`src/rtl/pps_pkg.sv`:
```
// ----------------------------------------------------------------------------
// pps_pkg: shared types for the preemptive priority scheduler
// Holds the load broadcast and the best-candidate record that moves along
// the row of slot cells.
// ----------------------------------------------------------------------------
`default_nettype none

package pps_pkg;

	localparam int ID_W   = 8;
	localparam int TIME_W = 16;
	localparam int PRIO_W = 10;
	localparam int SLOT_W = 4;

	localparam logic [TIME_W-1:0] TIME_MAX = {TIME_W{1'b1}};

	// Pending count saturates at two: zero, one, or more than one.
	localparam logic [1:0] PEND_NONE = 2'd0;
	localparam logic [1:0] PEND_ONE  = 2'd1;
	localparam logic [1:0] PEND_MANY = 2'd2;

	typedef struct packed {
		logic              en;
		logic [SLOT_W-1:0] slot;
		logic [ID_W-1:0]   id;
		logic [TIME_W-1:0] arr;
		logic [TIME_W-1:0] burst;
		logic [PRIO_W-1:0] prio;
	} pps_load_t;

	typedef struct packed {
		logic              have;
		logic [PRIO_W-1:0] prio;
		logic [TIME_W-1:0] arr;
		logic [ID_W-1:0]   id;
		logic [TIME_W-1:0] burst;
		logic [TIME_W-1:0] rem;
		logic [1:0]        pend;
	} pps_best_t;

endpackage : pps_pkg

`default_nettype wire

```
`src/rtl/pps_cell.sv`:
```
// ----------------------------------------------------------------------------
// pps_cell: one process slot of the scheduler row
// Stores one slot and merges it into the best candidate handed on from the
// previous cell, registering the result for the next cell.
// ----------------------------------------------------------------------------
`default_nettype none

module pps_cell import pps_pkg::*; #(
	parameter int IDX   = 0,
	parameter int IDX_W = 4
) (
	input  wire logic              clk,
	input  wire logic              arst_n,
	input  wire pps_load_t         ld,
	input  wire logic              dec_en,
	input  wire logic [IDX_W-1:0]  dec_slot,
	input  wire logic [TIME_W-1:0] now_time,
	input  wire pps_best_t         best_i,
	input  wire logic [IDX_W-1:0]  slot_i,
	output pps_best_t              best_o,
	output logic [IDX_W-1:0]       slot_o
);

	logic              valid_q;
	logic [ID_W-1:0]   id_q;
	logic [TIME_W-1:0] arr_q;
	logic [TIME_W-1:0] burst_q;
	logic [TIME_W-1:0] rem_q;
	logic [PRIO_W-1:0] prio_q;

	logic      ld_hit;
	logic      dec_hit;
	logic      pending;
	logic      eligible;
	logic      better;
	pps_best_t best_d;
	logic [IDX_W-1:0] slot_d;

	assign ld_hit  = ld.en && (32'(ld.slot) == IDX);
	assign dec_hit = dec_en && (dec_slot == IDX_W'(IDX));

	always_ff @(posedge clk or negedge arst_n) begin
		if (!arst_n) begin
			valid_q <= 1'b0;
		end else if (ld_hit) begin
			valid_q <= 1'b1;
		end
	end

	always_ff @(posedge clk) begin
		if (ld_hit) begin
			id_q    <= ld.id;
			arr_q   <= ld.arr;
			burst_q <= ld.burst;
			rem_q   <= ld.burst;
			prio_q  <= ld.prio;
		end else if (dec_hit) begin
			rem_q <= rem_q - TIME_W'(1);
		end
	end

	// Strict comparisons keep an earlier slot on a full tie.
	assign pending  = valid_q && (rem_q != '0);
	assign eligible = pending && (arr_q <= now_time);
	assign better   = !best_i.have || (prio_q < best_i.prio) ||
	                  ((prio_q == best_i.prio) && (arr_q < best_i.arr));

	always_comb begin
		best_d = best_i;
		slot_d = slot_i;
		if (eligible && better) begin
			best_d.have  = 1'b1;
			best_d.prio  = prio_q;
			best_d.arr   = arr_q;
			best_d.id    = id_q;
			best_d.burst = burst_q;
			best_d.rem   = rem_q;
			slot_d       = IDX_W'(IDX);
		end
		if (pending) begin
			best_d.pend = (best_i.pend == PEND_NONE) ? PEND_ONE : PEND_MANY;
		end
	end

	always_ff @(posedge clk) begin
		best_o <= best_d;
		slot_o <= slot_d;
	end

endmodule : pps_cell

`default_nettype wire

```
`src/rtl/preemptive_priority_scheduler.sv`:
```
// ----------------------------------------------------------------------------
// preemptive_priority_scheduler: preemptive priority process scheduler
// A row of slot cells picks the ready process with the lowest priority value
// on every tick item and charges it one unit of service.
// ----------------------------------------------------------------------------
//
//  Channel | Direction | Carries
//  --------+-----------+------------------------------------------------------
//  s_*     | in        | load item (tuser 0) or tick item (tuser 1)
//  m_*     | out       | one result item per tick item, none per load item
//
// A load item is taken while the block is idle and writes its slot directly.
// A tick item lets the candidate record ripple through the row of MAX_PROCS
// registered cells, one cell per cycle, and then the block updates the time,
// charges the chosen slot and fills the output register.
// The next item is taken in the cycle after that, so no new item is taken
// while a tick is in progress.
// Reset clears the slot valid flags, the time count, the result register and
// the control state; the slot contents are undefined until loaded.
// If the output register is still full when a tick completes, the block holds
// the tick until the result has been taken and accepts no new item meanwhile.
//
`default_nettype none

module preemptive_priority_scheduler import pps_pkg::*; #(
	parameter int MAX_PROCS = 16
) (
	input  wire logic        clk,
	input  wire logic        arst_n,
	input  wire logic        s_tvalid,
	output logic             s_tready,
	// slot[3:0], proc_id[11:4], arrival_time[27:12], burst_length[43:28],
	// priority_level[53:44], zero fill[55:54]
	input  wire logic [55:0] s_tdata,
	// mode[0]
	input  wire logic [0:0]  s_tuser,
	output logic             m_tvalid,
	input  wire logic        m_tready,
	// run_id[7:0], tick_end_time[23:8], finished[24], turnaround[40:25],
	// waiting[56:41], all_done[57], zero fill[63:58]
	output logic [63:0]      m_tdata,
	// idle[0]
	output logic [0:0]       m_tuser
);

	localparam int IDX_W = $clog2(MAX_PROCS);
	localparam int CNT_W = $clog2(MAX_PROCS);

	localparam logic MODE_LOAD = 1'b0;
	localparam logic MODE_TICK = 1'b1;

	typedef enum logic [1:0] {
		ST_IDLE,
		ST_SCAN,
		ST_DONE
	} state_t;

	state_t            state_q;
	logic [CNT_W-1:0]  cnt_q;
	logic [TIME_W-1:0] now_q;

	logic      in_fire;
	logic      out_free;
	logic      done_fire;
	pps_load_t ld;

	// The candidate chain: entry 0 feeds the first cell, the last entry is
	// the winner after a full ripple.
	pps_best_t        best_w [MAX_PROCS+1];
	logic [IDX_W-1:0] slot_w [MAX_PROCS+1];
	pps_best_t        best;

	logic [TIME_W-1:0] end_time;
	logic [TIME_W-1:0] tat;
	logic [TIME_W-1:0] wt;
	logic              fin;
	logic              all_done;

	assign s_tready  = (state_q == ST_IDLE);
	assign in_fire   = s_tvalid && s_tready;
	assign out_free  = !m_tvalid || m_tready;
	assign done_fire = (state_q == ST_DONE) && out_free;

	// Load items are broadcast straight to the row; the addressed cell
	// captures them at the accepting edge.
	assign ld.en    = in_fire && (s_tuser[0] == MODE_LOAD);
	assign ld.slot  = s_tdata[3:0];
	assign ld.id    = s_tdata[11:4];
	assign ld.arr   = s_tdata[27:12];
	assign ld.burst = s_tdata[43:28];
	assign ld.prio  = s_tdata[53:44];

	assign best_w[0] = '{have: 1'b0, prio: '0, arr: '0, id: '0, burst: '0,
	                     rem: '0, pend: PEND_NONE};
	assign slot_w[0] = '0;

	for (genvar k = 0; k < MAX_PROCS; k++) begin : g_cell
		pps_cell #(
			.IDX   (k),
			.IDX_W (IDX_W)
		) u_cell (
			.clk      (clk),
			.arst_n   (arst_n),
			.ld       (ld),
			.dec_en   (done_fire && best.have),
			.dec_slot (slot_w[MAX_PROCS]),
			.now_time (now_q),
			.best_i   (best_w[k]),
			.slot_i   (slot_w[k]),
			.best_o   (best_w[k+1]),
			.slot_o   (slot_w[k+1])
		);
	end

	assign best = best_w[MAX_PROCS];

	// The chosen process is always arrived, so the end time is never below its
	// arrival and the turnaround fits without wrapping.
	assign end_time = (now_q == TIME_MAX) ? now_q : now_q + TIME_W'(1);
	assign fin      = best.have && (best.rem == TIME_W'(1));
	assign tat      = end_time - best.arr;
	assign wt       = (tat >= best.burst) ? tat - best.burst : '0;

	// The chosen process is itself pending, so it finishing leaves the table
	// done exactly when it was the only pending slot.
	assign all_done = best.have ? (fin && (best.pend == PEND_ONE))
	                            : (best.pend == PEND_NONE);

	always_ff @(posedge clk or negedge arst_n) begin
		if (!arst_n) begin
			state_q  <= ST_IDLE;
			cnt_q    <= '0;
			now_q    <= '0;
			m_tvalid <= 1'b0;
			m_tuser  <= '0;
			m_tdata  <= '0;
		end else begin
			// A completing tick refills the result register at the same edge
			// at which the previous result leaves it.
			if (done_fire) begin
				m_tvalid <= 1'b1;
			end else if (m_tready) begin
				m_tvalid <= 1'b0;
			end
			case (state_q)
				ST_IDLE: begin
					if (in_fire && (s_tuser[0] == MODE_TICK)) begin
						cnt_q   <= '0;
						state_q <= ST_SCAN;
					end
				end
				ST_SCAN: begin
					cnt_q <= cnt_q + CNT_W'(1);
					if (cnt_q == CNT_W'(MAX_PROCS - 1)) begin
						state_q <= ST_DONE;
					end
				end
				ST_DONE: begin
					if (out_free) begin
						now_q          <= end_time;
						m_tuser[0]     <= !best.have;
						m_tdata[7:0]   <= best.have ? best.id : '0;
						m_tdata[23:8]  <= end_time;
						m_tdata[24]    <= fin;
						m_tdata[40:25] <= fin ? tat : '0;
						m_tdata[56:41] <= fin ? wt : '0;
						m_tdata[57]    <= all_done;
						m_tdata[63:58] <= '0;
						state_q        <= ST_IDLE;
					end
				end
				default: begin
					state_q <= ST_IDLE;
				end
			endcase
		end
	end

`ifndef SYNTHESIS
	// A result may only be loaded once the scan has run its full length.
	a_done_after_scan: assert property (@(posedge clk) disable iff (!arst_n)
		(state_q == ST_DONE) |-> ($past(state_q) == ST_DONE) ||
		                         ($past(cnt_q) == CNT_W'(MAX_PROCS - 1)))
		else $error("tick completed before the row had settled");

	// Time only moves forwards, by at most one per tick.
	a_time_monotonic: assert property (@(posedge clk) disable iff (!arst_n)
		1'b1 |=> (now_q == $past(now_q)) || (now_q == $past(now_q) + TIME_W'(1)))
		else $error("time count stepped other than by one");

	// Time changes only on a completed tick.
	a_time_on_tick: assert property (@(posedge clk) disable iff (!arst_n)
		!done_fire |=> $stable(now_q))
		else $error("time count moved without a tick");

	// A finished flag never accompanies an idle tick.
	a_idle_not_finished: assert property (@(posedge clk) disable iff (!arst_n)
		m_tvalid && m_tuser[0] |-> !m_tdata[24] && (m_tdata[7:0] == '0))
		else $error("idle tick reported a running process");
`endif

endmodule : preemptive_priority_scheduler

`default_nettype wire
```
`config.mk`:
```
export PLATFORM = sky130hd
export DESIGN_NAME = preemptive_priority_scheduler
export DESIGN_NICKNAME = d
export VERILOG_FILES = /design/src/rtl/pps_pkg.sv /design/src/rtl/pps_cell.sv /design/src/rtl/preemptive_priority_scheduler.sv
export SDC_FILE = /design/constraint.sdc
export NUM_CORES = 2
export LEC_CHECK = 0
export BUFFER_PORTS_ARGS = -buffer_cell sky130_fd_sc_hd__buf_2
export CAP_MARGIN = 20
export CORE_UTILIZATION = 45
export CTS_BUF_LIST = sky130_fd_sc_hd__clkbuf_8
export CTS_CLUSTER_SIZE = 30
export DETAILED_ROUTE_END_ITERATION = 8
export SLEW_MARGIN = 30
export SYNTH_ARGS = -nofsm -noshare
export SYNTH_HDL_FRONTEND = slang
export SYNTH_SLANG_ARGS = --single-unit
```
`constraint.sdc`:
```
create_clock -name clk -period 13.7 [get_ports clk]
set_clock_uncertainty 0.05 [all_clocks]
set_input_delay 1.37 -clock clk [delete_from_list [all_inputs] [get_ports clk]]
set_output_delay 1.37 -clock clk [all_outputs]
set_load 0.03 [all_outputs]
```
=== Word level (Yosys, flattened, before mapping) ===
Cells that the tools add are included.

* Eq/ne operators: 54
* Reductions and logical operators: 205
* Bitwise operators: 1
* Add/subtract/negate cells: 20
* Multiplexer cells: 94
* Magnitude comparators: 47

{| class="wikitable"
|+ Operators by type and width
! kind !! number
|-
| 66-bit two-way mux || 14
|-
| 16-bit two-way mux || 36
|-
| 16-bit less-or-equal comparator || 16
|-
| 16-bit nonzero test || 16
|-
| 16-bit by 1-bit subtractor with 16-bit output, second input constant || 16
|-
| 16-bit less-than comparator || 15
|-
| 10-bit == test || 15
|-
| 10-bit less-than comparator || 15
|-
| 1-bit logical AND || 101
|-
| 4-bit == test, second input constant || 17
|-
| 67-bit two-way mux || 1
|-
| 2-bit two-way mux || 33
|-
| 56-bit two-way mux || 1
|-
| 2-bit nonzero test || 18
|-
| 2-bit logical NOT || 17
|-
| 4-bit by 3-bit == test with 1-bit output, second input constant || 8
|-
| 16-bit subtractor || 2
|-
| 1-bit logical OR || 31
|-
| 1-bit logical NOT || 17
|-
| 16-bit by 1-bit adder with 16-bit output, second input constant || 1
|-
| 16-bit by 1-bit == test with 1-bit output, second input constant || 1
|-
| 16-bit == test, second input constant || 1
|-
| 4-bit by 2-bit == test with 1-bit output, second input constant || 4
|-
| 16-bit >= comparator || 1
|-
| other kinds (15) || 24
|}

* Bits of input ports: 61
* Register bits after elaboration: 2296
* Output and inout bits: 67

=== Depth between registers and ports, before layout ===
* Word-level depth: 7
* Mapped depth: 25

=== Hierarchy ===
From an unflattened synthesis, not the netlist that was laid out.

* Cell total of the unflattened synthesis: 7728
* Area, all modules: 102419.5 um^2

{| class="wikitable"
|+ Modules (own cells, without submodules)
! module !! seq. area each (um^2) !! area each (um^2) !! cells each !! times used
|-
| pps_cell at g_cell[11].u_cell ... || 3468.3 || 6102.1 || 448 || 4
|-
| pps_cell at g_cell[10].u_cell ... || 3468.3 || 6100.9 || 447 || 3
|-
| pps_cell at g_cell[12].u_cell ... || 3468.3 || 6097.1 || 448 || 2
|-
| pps_cell at g_cell[13].u_cell ... || 3468.3 || 6097.1 || 447 || 2
|-
| pps_cell at g_cell[9].u_cell || 3468.3 || 6133.4 || 447 || 1
|-
| pps_cell at g_cell[8].u_cell || 3468.3 || 6130.9 || 447 || 1
|-
| pps_cell at g_cell[15].u_cell || 3468.3 || 6098.3 || 448 || 1
|-
| pps_cell at g_cell[4].u_cell || 3468.3 || 6098.3 || 447 || 1
|-
| pps_cell at g_cell[0].u_cell || 3468.3 || 6080.8 || 448 || 1
|-
| preemptive_priority_scheduler || 1651.6 || 4778.3 || 568 || 1
|}

=== Worst setup path after synthesis ===
Ideal clock, no wire load.

* Path type: flip-flop to flip-flop
* Start point: register now_q[0]
* End point: register m_tdata[45]
* Arrival: 5.759 ns
* Required time: 13.584 ns
* Path slack: 7.825 ns
* Buffers on the path: 4
* Setup time: 0.066 ns
* Stages on the path, launching flop included: 24
* Cells stage by stage: dfrtp_1 -> ha_1 -> nand3_1 -> or3_1 -> clkbuf_1 -> or3_1 -> clkbuf_1 -> mux2i_1 -> inv_1 -> ha_1 -> nor2b_1 -> o31a_1 -> o21ai_0 -> nand2_1 -> a31oi_1 -> xnor2_1 -> ha_1 -> clkbuf_1 -> nand4_1 -> a311oi_1 -> nor2b_1 -> a31oi_1 -> clkbuf_1 -> a22o_1

* Cells in the longest elaborated chain, start to end: 6
* Elaborated cells between the ends (all ways): 8

{| class="wikitable"
|+ Ends and longest elaborated chain
! what !! line !! RTL
|-
| start, declared || preemptive_priority_scheduler.sv:60 || <nowiki>logic [TIME_W-1:0] now_q;</nowiki>
|-
| start signal, assigned || preemptive_priority_scheduler.sv:160 || <nowiki>now_q <= end_time;</nowiki>
|-
| 16-bit by 1-bit adder with 16-bit output or 16-bit == test (tied branches) || preemptive_priority_scheduler.sv:119 || <nowiki>assign end_time = (now_q == TIME_MAX) ? now_q : now_q + TIME_W'(1);</nowiki>
|-
| 16-bit two-way mux * || preemptive_priority_scheduler.sv:119 ||
|-
| net end_time[1] || preemptive_priority_scheduler.sv:73 || <nowiki>logic [TIME_W-1:0] end_time;</nowiki>
|-
| 16-bit subtractor * || preemptive_priority_scheduler.sv:121 || <nowiki>assign tat = end_time - best.arr;</nowiki>
|-
| 16-bit subtractor or 16-bit >= comparator (tied branches) || preemptive_priority_scheduler.sv:122 || <nowiki>assign wt = (tat >= best.burst) ? tat - best.burst : '0;</nowiki>
|-
| 16-bit two-way mux * || preemptive_priority_scheduler.sv:122 ||
|-
| 16-bit two-way mux * || preemptive_priority_scheduler.sv:166 || <nowiki>m_tdata[56:41] <= fin ? wt : '0;</nowiki>
|-
| end signal, assigned || preemptive_priority_scheduler.sv:166 ||
|-
| end, declared || preemptive_priority_scheduler.sv:41 || <nowiki>output logic [63:0] m_tdata,</nowiki>
|}

Mark *: on every way through the listed nets, which the timed path passes. The rest lies on a longest branch.
A chain may end at the register's enable or synchronous reset.

=== Worst setup path after layout ===
* Start point: register now_q[1]
* End point: register m_tdata[56]

Same word-level chain as after synthesis.

==> flow_summary.toml <==
[setup_path]
path_cells = "ha_1, nand3_1, or3_1, or3_1, nand2_1, xnor2_1, ha_1, nor2b_1, o31a_1, o41ai_1, nand2_1, xor2_1, ha_1, inv_1, o41ai_1, o221ai_1, xnor2_1, a22o_1"
r2r_slack_ns = 7.76
cp.required_ns = 14.56
reg2reg_to = "m_tdata[56]"
endpoint_kind = "flip-flop"
path_common_cell = "ha_1"
start_kind = "flip-flop"
path_max_fanout = 7
cp_slowest_cell = "o41ai_1"
r2r-start = "now_q[1]"
endpoint = "m_tdata[56]"
crit_start = "now_q[1]"
reg2reg_depth = 18
crit_type = "reg -> reg"
critPathMaxStageDelay_ns = 0.81
cp.arrival_ns = 6.81

[grt]
grt_pass1_wl_mm = 327
grt_pass1_vias = 57672
antenna_found_initial = 15
gr-total-overflow = 0
grt_use_total_pct = 19.8
grt_max_degree = 77

[floorplan]
die_h_um = 462
fp-row-count = 168
die_w_um = 462
core_area_mm2 = 0.210
die_area_mm2 = 0.213
pin_count = 128
start_util_pct = 45.4

[power_and_ir_drop]
power_density_mw_per_mm2 = 186
total_power_uw = 19800
clkPwrFrac_pct = 29.0
switching_share_pct = 28.7
p_sw_uw = 5690
ir_drop_mv = 0.133
internal-power_uw = 14200
p_leak_uw = 0.0427
seqPwrFrac_pct = 46.6
combPwrFrac_pct = 24.4

[clock_tree]
cts_num_sinks = 2280
post_cts.repair.setup_buffers = 0
clock_path_buffers = 4
worst_skew_pair.late_latency_ns = 1.05
postCtsHoldBufs = 0
cts_resized = 0
cts_root_buf = "clkbuf_8"
cts_tree = "built"
htreeDepth = 5
cts_buffers = 383
path_clk_slew_ns = 0.06

[cells_and_area]
post-route-util_pct = 50.8
multi_input_area_mm2 = 0.0357
fillers = 18036
layout_commonest_cell = "dfxtp_1"
layout_common_cells = "dfxtp_1, edfxtp_1, mux2_2"
nNetsFinal = 8486
seq_area_mm2 = 0.0566
drive_gt1_share_pct = 21.0
syn_to_final_growth_pct = 12.0

[drt]
met2_length_mm = 95.6
drc = 0
via_count = 55254
wl_met3_mm = 8.90
drt-initial-drc-count = 2981
wl_per_cell_um = 19.5
ant_nets = 0
post_drt_via_cell_ratio = 5.09
drt_wl_total_mm = 211
m1WireLength_mm = 100
drtPass1Iterations = 5
highest_layer = "met5"

[logic_synthesis]
syn_avg_cell_area_um2 = 12.9
synth-xor-area-share_pct = 2.25
synth.area.mux_share_pct = 12.0
ys_async_sr_fraction_pct = 3.60
synth_adder_area_share_pct = 8.98
syn_area_mm2 = 0.0952
synth_edf_count = 1056
synth_cells = 7369
synth_top_cell_by_area = "edfxtp_1"
dominantRegCellSynth = "dfxtp_1"
yosys_warnings = 0
yosys.area.top_type_share_pct = 33.3
ys_seq_elements = 2280
synth_top_family_by_area = "multiplexers"
synth_seq_area_share_pct = 59.5
synthSimpleGateAreaFrac_pct = 7.33
synth_compound_area_share_pct = 6.64
synthDistinctLibCells = 90
synthTopCellsByArea = "edfxtp_1, dfxtp_1, mux2_2"

[place]
hpwl_mm = 146
port_buffers = 119
place.gp.congestion = 0.873

[sta]
final_max_slew_viol_count = 0
finalSetupViolations = 0
finalCritPeriodShare_pct = 43.4
slew_headroom_pct = 33.3
finalHoldViolations = 0
fin_setup_tns_ns = 0
period_needed_ns = 5.94
rsz0062_at_grt = "no"
max_freq_mhz = 168
worst_pin_slew_ns = 1.00

[job]
maxCapViolations = 0

[hold_path]
hold_path.class = "in -> async"

[status]
outcome = "finished, final reports clean"
## kinds of logic (layout without fill, tap and decap cells)
logic type      count (synthesis)  after routing
fa+ha+maj                     682            682
mux                           984            984
compound gates               1011           1011
simple gates                 1410           1410
other cells                     1             12
buf+inv                       756           1426
flops                        2280           2280
xor+xnor                      245            245
## stage by stage
| step | instance area (µm²) | std cells | setup WS (ns) | hold WS [ns] |
|---|---|---|---|---|
| after global routing | 107000 | 10855 | 7.23 | 0.293 |
| after CTS | 107000 | 10848 | 7.76 | 0.229 |
| after global placement | 98900 | 10156 | 7.77 | 0.340 |
| after detailed placement | 99200 | 10162 | 7.78 | 0.342 |
| final | 107000 | 10855 | 7.76 | 0.324 |
| after floorplan | 95300 | 7374 | 7.83 | 0.336 |
## power groups by stage
| stage | logic (µW) | registers [µW] | clock network, µW |
|---|---|---|---|
| final | 4840 | 9250 | 5750 |
| after global routing | 5390 | 9400 | 6220 |
| after CTS | 4890 | 9260 | 5930 |
| after detailed placement | 4820 | 9380 | 0 |
| after global placement | 4720 | 9360 | 0 |
| after floorplan | 3600 | 9180 | 0 |
## area by class of cell
class	instances	area share (%)
flip-flops and latches	2280	53.1
multi-input cells	4338	33.4
clock buffers	448	5.78
well taps	2805	3.29
inverters	534	1.88
repair buffers	206	1.36
clock inverters	238	1.14
diodes	6	0.0141
## worst max-delay path, delay by kind of cell, from the launching register on
family | cells | cell delay, ns
AO/OA/AOI/OAI | 5 | 2.14
XOR/XNOR | 3 | 0.52
buffers and inverters | 1 | 0.10
AND/OR/NAND/NOR | 6 | 1.61
adder cells (fa/ha/maj) | 3 | 0.92
flip-flops | 1 | 0.46
## sequential cells by signal (all words and copies together), names as in the netlist, 16 cells and up
name	count
g_cell.u_cell.id_q	128
g_cell.u_cell.prio_q	160
g_cell.u_cell.arr_q	256
g_cell.u_cell.rem_q	256
g_cell.u_cell.slot_o	49
g_cell.u_cell.best_o	1093
m_tdata	43
g_cell.u_cell.valid_q	16
g_cell.u_cell.burst_q	256
## Yosys cell counts, types with 8 or more instances
cell       number
o21a_1         21
nor2_1        403
nand2_1       360
buf_2          64
inv_1         530
a211oi_1       24
o21ai_0       244
buf_4          15
mux2_2        791
mux2_1        108
a21oi_1       352
nand3b_1       18
a31oi_1        30
or3_1          20
dfxtp_1      1142
nand3_1        70
nor4_1         61
or4_1          33
o31ai_1        19
nand2b_1       78
a2111o_1        8
dfrtp_1        82
xor2_1         78
a211o_1         9
or2_2          27
nor3_1         82
buf_1          19
a22o_1         25
and2_1         18
edfxtp_1     1056
nand4_1        98
ha_1          680
o21bai_1       20
o211ai_1       20
xnor2_1       167
and4_1         19
mux2_4         83
a2111oi_0      15
nor2b_1        75
a21boi_0       12
buf_6          29
a21o_1        135
o31a_1         10
clkbuf_1       93
## worst min path at each step
stage	from	to	slack, ns	depth (start not counted)
after floorplan	g_cell[4].u_cell.slot_o[0]	g_cell[5].u_cell.slot_o[0]	0.34	1
after global placement	g_cell[11].u_cell.slot_o[2]	g_cell[12].u_cell.slot_o[2]	0.34	1
after detailed placement	g_cell[2].u_cell.slot_o[1]	g_cell[3].u_cell.slot_o[1]	0.34	1
after CTS	arst_n	state_q[0]	0.23	1
after global routing	arst_n	m_tvalid	0.29	1
final	arst_n	state_q[0]	0.32	1
## routing by layer
layer  up-vias  global-route usage, %
met1     26412                   26.6
met3       453                   3.25
met2      1113                   32.1
met4         6                   7.36
li1      27270                      -
met5         -                      0
No activity file was read; power rests on OpenSTA's default activity.
